$ cat src/hw/rtl/mcsp_pkg.sv
// Package for the mip chain shelf packer: sizes, codes, sequencer state and the
// cursor and tile structures passed between the packer modules.
// No dependencies.
package mcsp_pkg;

    localparam int MAX_MIPS  = 16;
    localparam int MAX_SIDE  = 4094;
    localparam int MIN_PAGE  = 256;
    localparam int MAX_PAGE  = 4096;
    localparam int BORDER    = 2;

    localparam int PAGE_W    = 13;
    localparam int LIMIT_W   = 12;
    localparam int SIDE_W    = 13;
    localparam int TILE_W    = 12;
    localparam int LAYER_W   = 11;
    localparam int TEXNUM_W  = 16;
    localparam int MIP_W     = 4;
    localparam int LEVELS_W  = 8;
    localparam int CFG_IDX_W = 2;

    typedef enum logic [CFG_IDX_W-1:0] {
        REG_PAGE_SIZE  = 2'd0,
        REG_MAX_LAYERS = 2'd1
    } mcsp_reg_idx_t;

    typedef enum logic [1:0] {
        ST_OK         = 2'd0,
        ST_SIDE_LARGE = 2'd1,
        ST_PAGE_LARGE = 2'd2,
        ST_LAYER_LIM  = 2'd3
    } mcsp_status_t;

    typedef enum logic {
        ACT_START = 1'b0,
        ACT_PLACE = 1'b1
    } mcsp_action_t;

    typedef enum logic [2:0] {
        SEQ_IDLE   = 3'b001,
        SEQ_REJECT = 3'b010,
        SEQ_RUN    = 3'b100
    } mcsp_seq_t;

    typedef struct packed {
        logic [PAGE_W-1:0]  x;
        logic [PAGE_W-1:0]  y;
        logic [PAGE_W-1:0]  rh;
        logic [LAYER_W-1:0] layer;
    } mcsp_cursor_t;

    typedef struct packed {
        logic [TILE_W-1:0]  tile_x;
        logic [TILE_W-1:0]  tile_y;
        logic [LAYER_W-1:0] layer;
        logic               flag;
        mcsp_cursor_t       next;
    } mcsp_tile_t;

endpackage

$ cat src/hw/rtl/mcsp_in_if.sv
// Input channel of the packer: one texture word per handshake.
// Depends on mcsp_pkg.
interface mcsp_in_if import mcsp_pkg::*; ();
    logic                valid;
    logic                ready;
    logic                action;
    logic [SIDE_W-1:0]   tex_width;
    logic [SIDE_W-1:0]   tex_height;
    logic [LEVELS_W-1:0] mip_levels;

    modport source (output valid, action, tex_width, tex_height, mip_levels, input ready);
    modport sink   (input valid, action, tex_width, tex_height, mip_levels, output ready);
endinterface

$ cat src/hw/rtl/mcsp_out_if.sv
// Output channel of the packer: one tile word per handshake.
// Depends on mcsp_pkg.
interface mcsp_out_if import mcsp_pkg::*; ();
    logic                valid;
    logic                ready;
    logic [TEXNUM_W-1:0] texture_number;
    logic [MIP_W-1:0]    mip;
    logic [TILE_W-1:0]   tile_x;
    logic [TILE_W-1:0]   tile_y;
    logic [TILE_W-1:0]   tile_width;
    logic [TILE_W-1:0]   tile_height;
    logic [LAYER_W-1:0]  layer;
    logic [1:0]          status;
    logic                last;

    modport source (output valid, texture_number, mip, tile_x, tile_y, tile_width,
                    tile_height, layer, status, last, input ready);
    modport sink   (input valid, texture_number, mip, tile_x, tile_y, tile_width,
                    tile_height, layer, status, last, output ready);
endinterface

$ cat src/hw/rtl/mcsp_cfg_if.sv
// Configuration write channel of the packer: register index and data.
// Depends on mcsp_pkg.
interface mcsp_cfg_if import mcsp_pkg::*; ();
    logic                 valid;
    logic                 ready;
    logic [CFG_IDX_W-1:0] index;
    logic [PAGE_W-1:0]    data;

    modport source (output valid, index, data, input ready);
    modport sink   (input valid, index, data, output ready);
endinterface

$ cat src/hw/rtl/mip_chain_shelf_packer_unit.sv
// Mip chain shelf packer: top level with sequencer, cursor and output register.
// First tile word goes into the output register from the RUN or REJECT state that
// follows accept, once the output is free. The input is held while a place word's
// tiles go out (up to 16, one on a reject) and while the output stalls; one shared
// placement unit. A start word gives no output and leaves the input ready.
// Reset clears cursor, texture counter, state and output valid; page 256, layer limit 256.
module mip_chain_shelf_packer_unit import mcsp_pkg::*;
(
    input  logic        clk,
    input  logic        rst_n,
    mcsp_in_if.sink     texture,
    mcsp_out_if.source  tile,
    mcsp_cfg_if.sink    cfg
);

    logic [PAGE_W-1:0]   page;
    logic [LIMIT_W-1:0]  max_layers;
    mcsp_tile_t          place;
    logic [TILE_W-1:0]   cur_w;
    logic [TILE_W-1:0]   cur_h;

    mcsp_seq_t           state_reg, state_next;
    mcsp_cursor_t        cursor_reg, cursor_next;
    logic [TEXNUM_W-1:0] counter_reg, counter_next;
    logic [TEXNUM_W-1:0] texnum_reg, texnum_next;
    logic [MIP_W-1:0]    mip_reg, mip_next;
    logic [MIP_W-1:0]    count_reg, count_next;
    logic [TILE_W-1:0]   w_reg, w_next;
    logic [TILE_W-1:0]   h_reg, h_next;
    mcsp_status_t        rej_reg, rej_next;
    logic                ovalid_reg, ovalid_next;

    logic [MIP_W-1:0]    o_mip_reg, o_mip_next;
    logic [TILE_W-1:0]   o_x_reg, o_x_next;
    logic [TILE_W-1:0]   o_y_reg, o_y_next;
    logic [TILE_W-1:0]   o_w_reg, o_w_next;
    logic [TILE_W-1:0]   o_h_reg, o_h_next;
    logic [LAYER_W-1:0]  o_layer_reg, o_layer_next;
    mcsp_status_t        o_status_reg, o_status_next;
    logic                o_last_reg, o_last_next;
    logic [TEXNUM_W-1:0] o_tex_reg, o_tex_next;

    logic                accept;
    logic                slot_free;
    logic [SIDE_W-1:0]   bigger;
    logic                is_last;

    mcsp_cfg_regs u_cfg
    (
        .clk        (clk),
        .rst_n      (rst_n),
        .cfg        (cfg),
        .page       (page),
        .max_layers (max_layers)
    );

    assign cur_w = (w_reg == '0) ? TILE_W'(1) : w_reg;
    assign cur_h = (h_reg == '0) ? TILE_W'(1) : h_reg;

    mcsp_tile_unit u_tile
    (
        .cur        (cursor_reg),
        .w          (cur_w),
        .h          (cur_h),
        .page       (page),
        .max_layers (max_layers),
        .res        (place)
    );

    assign texture.ready = (state_reg == SEQ_IDLE);
    assign accept        = texture.valid && texture.ready;
    assign slot_free     = !ovalid_reg || tile.ready;
    assign bigger        = (texture.tex_width > texture.tex_height) ?
                           texture.tex_width : texture.tex_height;
    assign is_last       = (mip_reg == count_reg);

    assign tile.valid          = ovalid_reg;
    assign tile.texture_number = o_tex_reg;
    assign tile.mip            = o_mip_reg;
    assign tile.tile_x         = o_x_reg;
    assign tile.tile_y         = o_y_reg;
    assign tile.tile_width     = o_w_reg;
    assign tile.tile_height    = o_h_reg;
    assign tile.layer          = o_layer_reg;
    assign tile.status         = o_status_reg;
    assign tile.last           = o_last_reg;

    always_comb
    begin
        state_next    = state_reg;
        cursor_next   = cursor_reg;
        counter_next  = counter_reg;
        texnum_next   = texnum_reg;
        mip_next      = mip_reg;
        count_next    = count_reg;
        w_next        = w_reg;
        h_next        = h_reg;
        rej_next      = rej_reg;
        ovalid_next   = ovalid_reg && !tile.ready;
        o_tex_next    = o_tex_reg;
        o_mip_next    = o_mip_reg;
        o_x_next      = o_x_reg;
        o_y_next      = o_y_reg;
        o_w_next      = o_w_reg;
        o_h_next      = o_h_reg;
        o_layer_next  = o_layer_reg;
        o_status_next = o_status_reg;
        o_last_next   = o_last_reg;

        unique case (state_reg)
            SEQ_IDLE:
            begin
                if (accept)
                begin
                    if (texture.action == ACT_START)
                    begin
                        cursor_next  = '0;
                        counter_next = '0;
                    end
                    else
                    begin
                        texnum_next  = counter_reg;
                        counter_next = counter_reg + TEXNUM_W'(1);
                        w_next       = texture.tex_width[TILE_W-1:0];
                        h_next       = texture.tex_height[TILE_W-1:0];
                        mip_next     = '0;
                        count_next   = (texture.mip_levels > LEVELS_W'(MAX_MIPS - 1)) ?
                                       MIP_W'(MAX_MIPS - 1) : texture.mip_levels[MIP_W-1:0];
                        priority if (texture.tex_width > SIDE_W'(MAX_SIDE) ||
                                     texture.tex_height > SIDE_W'(MAX_SIDE))
                        begin
                            rej_next   = ST_SIDE_LARGE;
                            state_next = SEQ_REJECT;
                        end
                        else if (({1'b0, bigger} + (SIDE_W+1)'(BORDER)) > {1'b0, page})
                        begin
                            rej_next   = ST_PAGE_LARGE;
                            state_next = SEQ_REJECT;
                        end
                        else
                            state_next = SEQ_RUN;
                    end
                end
            end
            SEQ_REJECT:
            begin
                if (slot_free)
                begin
                    ovalid_next   = 1'b1;
                    o_tex_next    = texnum_reg;
                    o_mip_next    = '0;
                    o_x_next      = '0;
                    o_y_next      = '0;
                    o_w_next      = '0;
                    o_h_next      = '0;
                    o_layer_next  = cursor_reg.layer;
                    o_status_next = rej_reg;
                    o_last_next   = 1'b1;
                    state_next    = SEQ_IDLE;
                end
            end
            SEQ_RUN:
            begin
                if (slot_free)
                begin
                    ovalid_next   = 1'b1;
                    o_tex_next    = texnum_reg;
                    o_mip_next    = mip_reg;
                    o_x_next      = place.tile_x;
                    o_y_next      = place.tile_y;
                    o_w_next      = cur_w;
                    o_h_next      = cur_h;
                    o_layer_next  = place.layer;
                    o_status_next = place.flag ? ST_LAYER_LIM : ST_OK;
                    o_last_next   = place.flag || is_last;
                    w_next        = w_reg >> 1;
                    h_next        = h_reg >> 1;
                    mip_next      = mip_reg + MIP_W'(1);
                    if (!place.flag)
                        cursor_next = place.next;
                    if (place.flag || is_last)
                        state_next = SEQ_IDLE;
                end
            end
            default:
                state_next = SEQ_IDLE;
        endcase
    end

    always_ff @(posedge clk or negedge rst_n)
    begin
        if (!rst_n)
        begin
            state_reg   <= SEQ_IDLE;
            cursor_reg  <= '0;
            counter_reg <= '0;
            ovalid_reg  <= 1'b0;
        end
        else
        begin
            state_reg   <= state_next;
            cursor_reg  <= cursor_next;
            counter_reg <= counter_next;
            ovalid_reg  <= ovalid_next;
        end
    end

    always_ff @(posedge clk)
    begin
        texnum_reg   <= texnum_next;
        mip_reg      <= mip_next;
        count_reg    <= count_next;
        w_reg        <= w_next;
        h_reg        <= h_next;
        rej_reg      <= rej_next;
        o_tex_reg    <= o_tex_next;
        o_mip_reg    <= o_mip_next;
        o_x_reg      <= o_x_next;
        o_y_reg      <= o_y_next;
        o_w_reg      <= o_w_next;
        o_h_reg      <= o_h_next;
        o_layer_reg  <= o_layer_next;
        o_status_reg <= o_status_next;
        o_last_reg   <= o_last_next;
    end

endmodule

$ cat src/hw/rtl/mcsp_cfg_regs.sv
// Configuration registers: page side (held already clamped) and layer limit.
// Depends on mcsp_pkg and mcsp_cfg_if.
module mcsp_cfg_regs import mcsp_pkg::*;
(
    input  logic               clk,
    input  logic               rst_n,
    mcsp_cfg_if.sink           cfg,
    output logic [PAGE_W-1:0]  page,
    output logic [LIMIT_W-1:0] max_layers
);

    logic [PAGE_W-1:0]  page_reg;
    logic [PAGE_W-1:0]  page_next;
    logic [LIMIT_W-1:0] limit_reg;
    logic [LIMIT_W-1:0] limit_next;
    logic               wr;

    assign cfg.ready  = 1'b1;
    assign wr         = cfg.valid;
    assign page       = page_reg;
    assign max_layers = limit_reg;

    always_comb
    begin
        page_next  = page_reg;
        limit_next = limit_reg;
        if (wr && cfg.index == REG_PAGE_SIZE)
        begin
            priority if (cfg.data < PAGE_W'(MIN_PAGE))
                page_next = PAGE_W'(MIN_PAGE);
            else if (cfg.data > PAGE_W'(MAX_PAGE))
                page_next = PAGE_W'(MAX_PAGE);
            else
                page_next = cfg.data;
        end
        if (wr && cfg.index == REG_MAX_LAYERS)
            limit_next = cfg.data[LIMIT_W-1:0];
    end

    always_ff @(posedge clk or negedge rst_n)
    begin
        if (!rst_n)
        begin
            page_reg  <= PAGE_W'(MIN_PAGE);
            limit_reg <= LIMIT_W'(256);
        end
        else
        begin
            page_reg  <= page_next;
            limit_reg <= limit_next;
        end
    end

endmodule

$ cat src/hw/rtl/mcsp_tile_unit.sv
// Shared shelf placement unit: wraps the row, opens a layer, checks the layer
// limit and gives the advanced cursor for one tile. Depends on mcsp_pkg.
module mcsp_tile_unit import mcsp_pkg::*;
(
    input  mcsp_cursor_t        cur,
    input  logic [TILE_W-1:0]   w,
    input  logic [TILE_W-1:0]   h,
    input  logic [PAGE_W-1:0]   page,
    input  logic [LIMIT_W-1:0]  max_layers,
    output mcsp_tile_t          res
);

    logic [PAGE_W:0]    x_end;
    logic               wrap;
    logic [PAGE_W-1:0]  x1;
    logic [PAGE_W:0]    y1;
    logic [PAGE_W-1:0]  rh1;
    logic [PAGE_W+1:0]  y_end;
    logic               new_layer;
    logic [PAGE_W-1:0]  x2;
    logic [PAGE_W:0]    y2;
    logic [PAGE_W-1:0]  rh2;
    logic [LAYER_W:0]   layer2;
    logic [LAYER_W+1:0] lim;
    logic [PAGE_W-1:0]  slot_h;

    always_comb
    begin
        x_end = {1'b0, cur.x} + (PAGE_W+1)'(w) + (PAGE_W+1)'(BORDER);
        wrap  = x_end > {1'b0, page};
        x1    = wrap ? '0 : cur.x;
        y1    = wrap ? ({1'b0, cur.y} + {1'b0, cur.rh}) : {1'b0, cur.y};
        rh1   = wrap ? '0 : cur.rh;

        y_end     = {1'b0, y1} + (PAGE_W+2)'(h) + (PAGE_W+2)'(BORDER);
        new_layer = y_end > {2'b0, page};
        x2        = new_layer ? '0 : x1;
        y2        = new_layer ? '0 : y1;
        rh2       = new_layer ? '0 : rh1;
        layer2    = {1'b0, cur.layer} + (LAYER_W+1)'(new_layer);

        lim = {1'b0, layer2} + (LAYER_W+2)'(1);
        if (lim < (LAYER_W+2)'(2))
            lim = (LAYER_W+2)'(2);

        slot_h = PAGE_W'(h) + PAGE_W'(BORDER);

        res.tile_x     = x2[TILE_W-1:0];
        res.tile_y     = y2[TILE_W-1:0];
        res.layer      = layer2[LAYER_W] ? '1 : layer2[LAYER_W-1:0];
        res.flag       = (lim > {1'b0, max_layers}) || layer2[LAYER_W];
        res.next.x     = x2 + PAGE_W'(w) + PAGE_W'(BORDER);
        res.next.y     = y2[PAGE_W-1:0];
        res.next.rh    = (slot_h > rh2) ? slot_h : rh2;
        res.next.layer = layer2[LAYER_W-1:0];
    end

endmodule

$ cat src/flat_wrapper.sv
// flat-port wrapper written by rule: the top's interface ports become plain ports
module mip_chain_shelf_packer_unit_flat import mcsp_pkg::*;
  (clk, rst_n, texture_valid, texture_action, texture_tex_width, texture_tex_height, texture_mip_levels, texture_ready, tile_valid, tile_texture_number, tile_mip, tile_tile_x, tile_tile_y, tile_tile_width, tile_tile_height, tile_layer, tile_status, tile_last, tile_ready, cfg_valid, cfg_index, cfg_data, cfg_ready);
  mcsp_in_if texture_i ();
  mcsp_out_if tile_i ();
  mcsp_cfg_if cfg_i ();
  input  logic clk;
  input  logic rst_n;
  input wire logic [$bits(texture_i.valid)-1:0] texture_valid;
  input wire logic [$bits(texture_i.action)-1:0] texture_action;
  input wire logic [$bits(texture_i.tex_width)-1:0] texture_tex_width;
  input wire logic [$bits(texture_i.tex_height)-1:0] texture_tex_height;
  input wire logic [$bits(texture_i.mip_levels)-1:0] texture_mip_levels;
  output wire logic [$bits(texture_i.ready)-1:0] texture_ready;
  output wire logic [$bits(tile_i.valid)-1:0] tile_valid;
  output wire logic [$bits(tile_i.texture_number)-1:0] tile_texture_number;
  output wire logic [$bits(tile_i.mip)-1:0] tile_mip;
  output wire logic [$bits(tile_i.tile_x)-1:0] tile_tile_x;
  output wire logic [$bits(tile_i.tile_y)-1:0] tile_tile_y;
  output wire logic [$bits(tile_i.tile_width)-1:0] tile_tile_width;
  output wire logic [$bits(tile_i.tile_height)-1:0] tile_tile_height;
  output wire logic [$bits(tile_i.layer)-1:0] tile_layer;
  output wire logic [$bits(tile_i.status)-1:0] tile_status;
  output wire logic [$bits(tile_i.last)-1:0] tile_last;
  input wire logic [$bits(tile_i.ready)-1:0] tile_ready;
  input wire logic [$bits(cfg_i.valid)-1:0] cfg_valid;
  input wire logic [$bits(cfg_i.index)-1:0] cfg_index;
  input wire logic [$bits(cfg_i.data)-1:0] cfg_data;
  output wire logic [$bits(cfg_i.ready)-1:0] cfg_ready;
  assign texture_i.valid = texture_valid;
  assign texture_i.action = texture_action;
  assign texture_i.tex_width = texture_tex_width;
  assign texture_i.tex_height = texture_tex_height;
  assign texture_i.mip_levels = texture_mip_levels;
  assign texture_ready = texture_i.ready;
  assign tile_valid = tile_i.valid;
  assign tile_texture_number = tile_i.texture_number;
  assign tile_mip = tile_i.mip;
  assign tile_tile_x = tile_i.tile_x;
  assign tile_tile_y = tile_i.tile_y;
  assign tile_tile_width = tile_i.tile_width;
  assign tile_tile_height = tile_i.tile_height;
  assign tile_layer = tile_i.layer;
  assign tile_status = tile_i.status;
  assign tile_last = tile_i.last;
  assign tile_i.ready = tile_ready;
  assign cfg_i.valid = cfg_valid;
  assign cfg_i.index = cfg_index;
  assign cfg_i.data = cfg_data;
  assign cfg_ready = cfg_i.ready;
  mip_chain_shelf_packer_unit u_core (.clk(clk), .rst_n(rst_n), .texture(texture_i), .tile(tile_i), .cfg(cfg_i));
endmodule
$ cat config.mk
export PLATFORM = sky130hd
export DESIGN_NAME = mip_chain_shelf_packer_unit_flat
export DESIGN_NICKNAME = d
export VERILOG_FILES = /design/src/hw/rtl/mcsp_pkg.sv /design/src/hw/rtl/mcsp_in_if.sv /design/src/hw/rtl/mcsp_out_if.sv /design/src/hw/rtl/mcsp_cfg_if.sv /design/src/hw/rtl/mip_chain_shelf_packer_unit.sv /design/src/hw/rtl/mcsp_cfg_regs.sv /design/src/hw/rtl/mcsp_tile_unit.sv /design/src/flat_wrapper.sv
export SDC_FILE = /design/constraint.sdc
export NUM_CORES = 1
export LEC_CHECK = 0
export ABC_AREA = 1
export BUFFER_PORTS_ARGS = -buffer_cell sky130_fd_sc_hd__clkbuf_2
export CAP_MARGIN = 10
export CELL_PAD_IN_SITES_DETAIL_PLACEMENT = 0
export CELL_PAD_IN_SITES_GLOBAL_PLACEMENT = 2
export CORE_MARGIN = 2
export CORE_UTILIZATION = 37
export DETAILED_ROUTE_END_ITERATION = 6
export PLACE_DENSITY_LB_ADDON = 0.2
export SETUP_SLACK_MARGIN = 0.4
export SLEW_MARGIN = 20
export SYNTH_ARGS = -nofsm -noshare
export SYNTH_HDL_FRONTEND = slang
export SYNTH_SLANG_ARGS = --single-unit
export TNS_END_PERCENT = 1
$ cat constraint.sdc
create_clock -name clk -period 11.1 [get_ports clk]
set_clock_uncertainty 0.05 [all_clocks]
set_input_delay 1.665 -clock clk [delete_from_list [all_inputs] [get_ports clk]]
set_output_delay 1.665 -clock clk [all_outputs]
set_load 0.01 [all_outputs]
==> metrics, run 1 <==
result of the run=finished, final reports clean; Max IR drop VDD=0.102 mV; Tmin final=10.01 ns; Detail Route Antenna Nets=0; max cap viols=0; cells after synthesis=approximately 1800; critical path class=reg -> reg; Worst path most repeated cell=nand2_1; via count=about 12000; most frequent cells in the layout=nand2_1, inv_1, ha_1; Syn Area/Cell=between 8 and 9 sq um; Yosys cell types=a little over 60; Nets=about 2200; Slowest-stage cell, CP=fa_1; Die Wd=~200 um; die extent in y=206 um; root cell of the clock tree=clkbuf_16; placed cell count=roughly 2400; Slew Viols, Final=0; post-DP HPWL=34.1 mm; max reg flops=50; total CTS buffers=27; Worst setup SP type=flip-flop; Critical Path Fanout Max=13; DIE AREA=~42000 sq um; Seq/Total Area, Yosys=42.0%; Routed WL=roughly 45 mm; Fin Hold WS=roughly 0.37 ns; YS warnings=0; period utilization=between 90 and 100%; GRT Total Usage=21.3%; I/O pin total=between 100 and 150; Worst-path clk slew=~0.06 ns; hold crit path type=reg -> reg; Reg2Reg Depth=69; top cells by area, synth=edfxtp_1, dfrtp_1, ha_1; CTS Buffer Depth=3; Post-synth ARST share=about two fifths; Pleak=8.48 nW; row count=74; max_slew headroom=~37%; Wirelength per Cell=around 18 um; pre-CTS setup slack=approximately 0.22 ns; ant diodes=0; final hold vios=0; Yosys top cell by area=edfxtp_1; Post-Layout Cell Count=2482; vias in the first global route=around 12000; pin count of the biggest net entering global routing=67; vias per cell=between 4 and 5; total power=approximately 2.6 mW; ys flop type=edfxtp_1; antenna violations before repair=2; total global routing overflow=0; Synth Register Bits=approximately 230; post-synth top area share=between 20% and 30%; setup TNS=0 ns; clock sink total=roughly 230; global-route wire length before repair=69.7 mm; drt first pass iters=5; Clock Latency Late Sink=approximately 0.56 ns; RSZ-0062 raised after global routing=no; setup ws final=~1.1 ns; core area=40600 sq um; commonest non-fill, non-tap cell in the layout=nand2_1; CTS tree=done; EDFF count, synth=approximately 130; share of cells above drive strength 1=about 17%; Least-Margin Pin Slew=about 0.95 ns; Layout area overhead=17.5%; hold path cells=0; CP required=11.54 ns; crit end category=flip-flop; Fillers=between 4000 and 5000; PortBufs=about 140; final setup fails=0; Cell Area, Synth=between 15000 and 20000 sq um; Starting Density=37.2%; syn_nets=2000; GPL Wtd Cong=0.858; H-tree Lvls=1; Fmax=about 0.10 GHz; Residual DRC=0; worst path arrival time=approximately 10 ns; Iteration-0 DRC Markers=616; power density over the cells=about 150 nW/um^2; worst stage delay on the critical path=0.43 ns
[routing by layer]
metal	GRT usage (%)	share of wire (%)
met5	0	0.067
met4	6.07	2.6
met3	4.04	5.7
met2	33.8	44
met1	29.7	47
[cell usage after synthesis, types with 4 or more instances]
cell type,number
nand4_1,14
o21bai_1,27
nor2_1,157
o21ai_0,69
dfrtp_1,92
o21a_1,4
xor2_1,54
xnor2_1,15
nand2_2,7
nand3_1,59
nor2_2,4
nand2_1,342
a21o_1,7
clkbuf_1,35
nor3_1,39
a22oi_1,9
o31ai_1,4
buf_2,15
o211ai_1,4
or2_2,4
inv_1,278
nor3_2,10
o22ai_1,33
fa_1,4
a21oi_1,85
inv_2,9
nor4_1,18
a31oi_1,5
edfxtp_1,132
ha_1,168
o21ai_1,24
[cells by family after synthesis]
kind of cell / synth area share (%)
XOR/XNOR: 4.00
flip-flops: 42.0
AO/OA/AOI/OAI: 11.4
other: 0.0248
AND/OR/NAND/NOR: 19.2
adder cells (fa/ha/maj): 14.4
buffers and inverters: 8.95
[worst max-delay path, delay by kind of cell, from the launching register on]
| family | cells | cell delay [ns] |
|---|---|---|
| fa+ha+maj | 11 | 2.77 |
| flops | 1 | 0.40 |
| buf+inv | 9 | 0.95 |
| simple gates | 40 | 4.21 |
| xor+xnor | 3 | 0.65 |
| compound gates | 6 | 0.92 |
[report_power, final]
group	leakage, nW	switching (mW)	internal [mW]
clock	0.436	0.368	0.539
sequential	2.52	0.0279	0.939
combinational	5.53	0.455	0.246
total	8.48	0.851	1.72
[through the flow]
step	util, %	instance area [sq um]
final	43.8	17700
after global routing	43.8	17700
after CTS	42.8	17300
after detailed placement	40.5	16400
after global placement	40.5	16400
after floorplan	-	15100
[path summary, 6_finish.rpt]
path	slack, ns	end	from
max	1.09	u_core.cursor_reg[22]	u_core.w_reg[0]
min	0.37	u_core.tile.texture_number[9]	u_core.texnum_reg[9]
max reg2reg	1.09	u_core.cursor_reg[22]	u_core.w_reg[0]
min reg2reg	0.37	u_core.tile.texture_number[9]	u_core.texnum_reg[9]
max in group asynchronous	8.65	u_core.cursor_reg[17]	rst_n
min in group asynchronous	1.01	u_core.cursor_reg[10]	rst_n
[area by class of cell]
class	instances	area (sq um)	area share, %
Clock buffer	39	751	4.23
Clock inverter	11	141	0.797
Sequential cell	227	6340	35.8
Timing Repair Buffer	185	1060	6.00
Inverter	289	1090	6.17
Tap cell	532	666	3.75
Multi-Input combinational cell	1199	7680	43.3
[timing repair]
item                       4_1_cts  5_1_grt
hold buffers                     0        0
setup endpoints to repair       27       55
gates resized for setup          5       60
pin swaps                        0       23
setup buffers                    0       19
Power figures use the tool's default switching activity.
==> run 2, diff against run 1 <==
--- a/config.mk
+++ b/config.mk
@@ -10,13 +10,15 @@
 export CAP_MARGIN = 10
 export CELL_PAD_IN_SITES_DETAIL_PLACEMENT = 0
 export CELL_PAD_IN_SITES_GLOBAL_PLACEMENT = 2
+export CORE_ASPECT_RATIO = 0.75
 export CORE_MARGIN = 2
 export CORE_UTILIZATION = 37
 export DETAILED_ROUTE_END_ITERATION = 6
-export PLACE_DENSITY_LB_ADDON = 0.2
+export PLACE_DENSITY = 0.85
 export SETUP_SLACK_MARGIN = 0.4
 export SLEW_MARGIN = 20
 export SYNTH_ARGS = -nofsm -noshare
 export SYNTH_HDL_FRONTEND = slang
+export SYNTH_HIERARCHICAL = 1
 export SYNTH_SLANG_ARGS = --single-unit
 export TNS_END_PERCENT = 1
==> run 2 against run 1 <==
  * Cell count increased by 7.7%
  * Critical path depth increased by 2
  * Setup slack got worse by 0.77 ns
  * Largest cell class unchanged
  * Sequential power increased by 7%
  * Routed wire length increased by 4.5%
==> metrics, run 2 <==
EDFF count, synth=132 (unchanged); final hold vios=0 (unchanged); max reg flops=50 (unchanged); die extent in y=183 um (-11%); ys flop type=edfxtp_1; vias per cell=4.90 (-1.6%); critical path class=reg -> reg; Pleak=8.94 nW (+5.3%); Die Wd=243 um (+18%); top cells by area, synth=edfxtp_1, dfrtp_1, ha_1; Post-synth ARST share=41.9% (unchanged); area of the multi-input gates=8160 sq um (+6.2%); Layout area overhead=19.5%; Routed WL=46.7 mm (+4.5%); crit end category=flip-flop; pin count of the biggest net entering global routing=68 (+1.5%); top cells by count, synth=nand2_1, inv_1, ha_1, nor2_1, edfxtp_1; Cell Area, Synth=15900 sq um (+5.2%); total CTS buffers=26 (-3.7%); register area=6340 sq um (unchanged); placed cell area=17200 sq um (+4.5%); Slowest-stage cell, CP=fa_2; Yosys top cell by area=edfxtp_1; Worst setup SP type=flip-flop; max_slew headroom=35.0% (-1.7 points); core area=42200 sq um (+4.1%); Least-Margin Pin Slew=0.973 ns (+0.0228 ns); Residual DRC=0 (unchanged); Iteration-0 DRC Markers=890 (+44%); Clock Latency Late Sink=0.57 ns (about the same); Synth Register Bits=227 (unchanged); GRT Total Usage=20.2% (-1.1 points); GPL Wtd Cong=0.900 (+5.0%); Starting Density=37.6% (+0.40 points); CP required=11.53 ns (about the same); Nets=2312 (+7.2%); syn_nets=2166 (+8.3%); drt first pass iters=5 (unchanged); worst path arrival time=11.21 ns (+0.75 ns); Internal Power=1.96 mW (+14%); Sw Share=33.6% (+0.56 points); antenna violations before repair=0 (-2); design area=19000 sq um (+7.0%); cells after synthesis=1939 (+9.4%); final setup fails=0 (unchanged); Slew Viols, Final=0 (unchanged); period utilization=97.1% (+6.9 points); Worst-path clk slew=0.07 ns (about the same); worst stage delay on the critical path=0.42 ns (about the same); clock sink total=227 (unchanged); vias in the first global route=12500 (+1.7%); Final Core Density=45.0% (+1.2 points); max cap viols=0 (unchanged); Yosys cell types=60 (-1.6%); I/O pin total=140 (unchanged); global-route wire length before repair=71.0 mm (+2.0%); result of the run=finished, final reports clean; row count=65 (-12%); most instantiated library cell after synthesis=nand2_1; Comb power frac=30.2% (+3.0 points); DIE AREA=44600 sq um (+5.1%); post-DP HPWL=33.7 mm (-1.2%); RSZ-0062 raised after global routing=yes; Fillers=4210 (+2.8%); share of cells above drive strength 1=18.1% (+1.2 points); clock power share=34.9% (-0.3 points); Net Switching=0.993 mW (+17%); commonest non-fill, non-tap cell in the layout=inv_1; most frequent cells in the layout=inv_1, nand2_1, nor2_1; Tmin final=10.78 ns (+0.767 ns); YS warnings=6 (+6); Wirelength per Cell=17.4 um (-3.0%); Reg power frac=34.9% (-2.7 points); H-tree Lvls=1 (unchanged); Seq/Total Area, Yosys=39.9% (-2.1 points); hold crit path type=reg -> reg; Syn Area/Cell=8.20 sq um (-3.8%); power density over the cells=156 nW/um^2 (+7.2%); ant diodes=0 (unchanged); CTS Buffer Depth=3 (unchanged); Fmax=0.0928 GHz (-7.1%); Detail Route Antenna Nets=0 (unchanged); Critical Path Fanout Max=8 (-5); via count=13100 (+6.0%); CTS tree=done; Worst path most repeated cell=nand2_1; root cell of the clock tree=clkbuf_16; PortBufs=138 (unchanged); post-synth top area share=24.9% (-1.3 points); total global routing overflow=0 (unchanged); Max IR drop VDD=0.106 mV (+4.7%)
-- run 2: layout make-up --
cell class,count,share of cell area (%)
repair inverters,1,0.0461
repair buffers,197,7.15
flip-flops and latches,227,33.4
clock inverters,17,1.87
clock buffers,31,3.58
multi-input cells,1270,43.0
well taps,569,3.75
inverters,362,7.23
-- run 2: critical path, delay by kind of cell, from the launching register on --
| kind | cells | cell delay [ns] |
|---|---|---|
| XOR/XNOR | 3 | 0.53 |
| adder cells (fa/ha/maj) | 12 | 2.93 |
| buffers and inverters | 8 | 0.79 |
| AND/OR/NAND/NOR | 33 | 3.44 |
| flip-flops | 1 | 0.41 |
| multiplexers | 1 | 0.16 |
| AO/OA/AOI/OAI | 14 | 2.32 |
-- run 2: what timing repair did --
action,CTS,global route
gates resized for setup,26,82
gates cloned,3,8
setup endpoints to repair,53,55
hold buffers,0,0
pin swaps,8,53
buffers inserted,3,14
-- run 2: kinds of logic (layout without fill, tap and decap cells) --
kind of cell | Yosys count | count (layout) | share of synthesized area (%)
simple gates | 762 | 762 | 21.8
flops | 227 | 227 | 39.9
xor+xnor | 73 | 73 | 4.19
buf+inv | 442 | 608 | 11.1
other cells | 1 | 1 | 0.0236
compound gates | 261 | 261 | 9.17
mux | 1 | 1 | 0.0630
fa+ha+maj | 172 | 172 | 13.7
-- run 2: per-stage QoR --
stage	setup TNS [ns]	power, mW	setup slack (ns)	std cells	hold slack, ns
after floorplan	0	1.54	0.945	1939	0.350
after global placement	0	1.76	0.0708	2598	0.355
after detailed placement	-6.55	1.77	-0.172	2598	0.355
after CTS	0	2.87	0.362	2652	0.371
after global routing	-17.76	3.12	-0.390	2674	0.387
final	0	2.96	0.319	2674	0.371
-- run 2: path summary, 6_finish.rpt --
kind	slack, ns	from	to	cells past startpoint
max	0.32	u_core/w_reg[8]	u_core/cursor_reg[27]	71
max in group asynchronous	8.66	rst_n	u_core/state_reg[2]	2
max reg2reg	0.32	u_core/w_reg[8]	u_core/cursor_reg[27]	71
min reg2reg	0.37	u_core/texnum_reg[4]	u_core/tile.texture_number[4]	0
min in group asynchronous	1.05	rst_n	u_core/cursor_reg[8]	1
min	0.37	u_core/texnum_reg[4]	u_core/tile.texture_number[4]	0
-- run 2: per-layer routing --
metal | up-vias | wire length [um] | global-route usage, %
li1 | 6577 | - | -
met1 | 6145 | 24000 | 31.6
met2 | 351 | 19500 | 29.8
met3 | 37 | 2390 | 2.66
met4 | 0 | 799 | 3.51
met5 | - | 0 | 0
-- run 2: power groups by stage --
| stage | Sequential, mW | Clock (mW) | Combinational, mW |
|---|---|---|---|
| after CTS | 1.03 | 1.06 | 0.782 |
| after floorplan | 1.04 | 0 | 0.499 |
| after global routing | 1.04 | 1.09 | 0.989 |
| after global placement | 1.05 | 0 | 0.718 |
| after detailed placement | 1.05 | 0 | 0.723 |
| final | 1.03 | 1.03 | 0.892 |
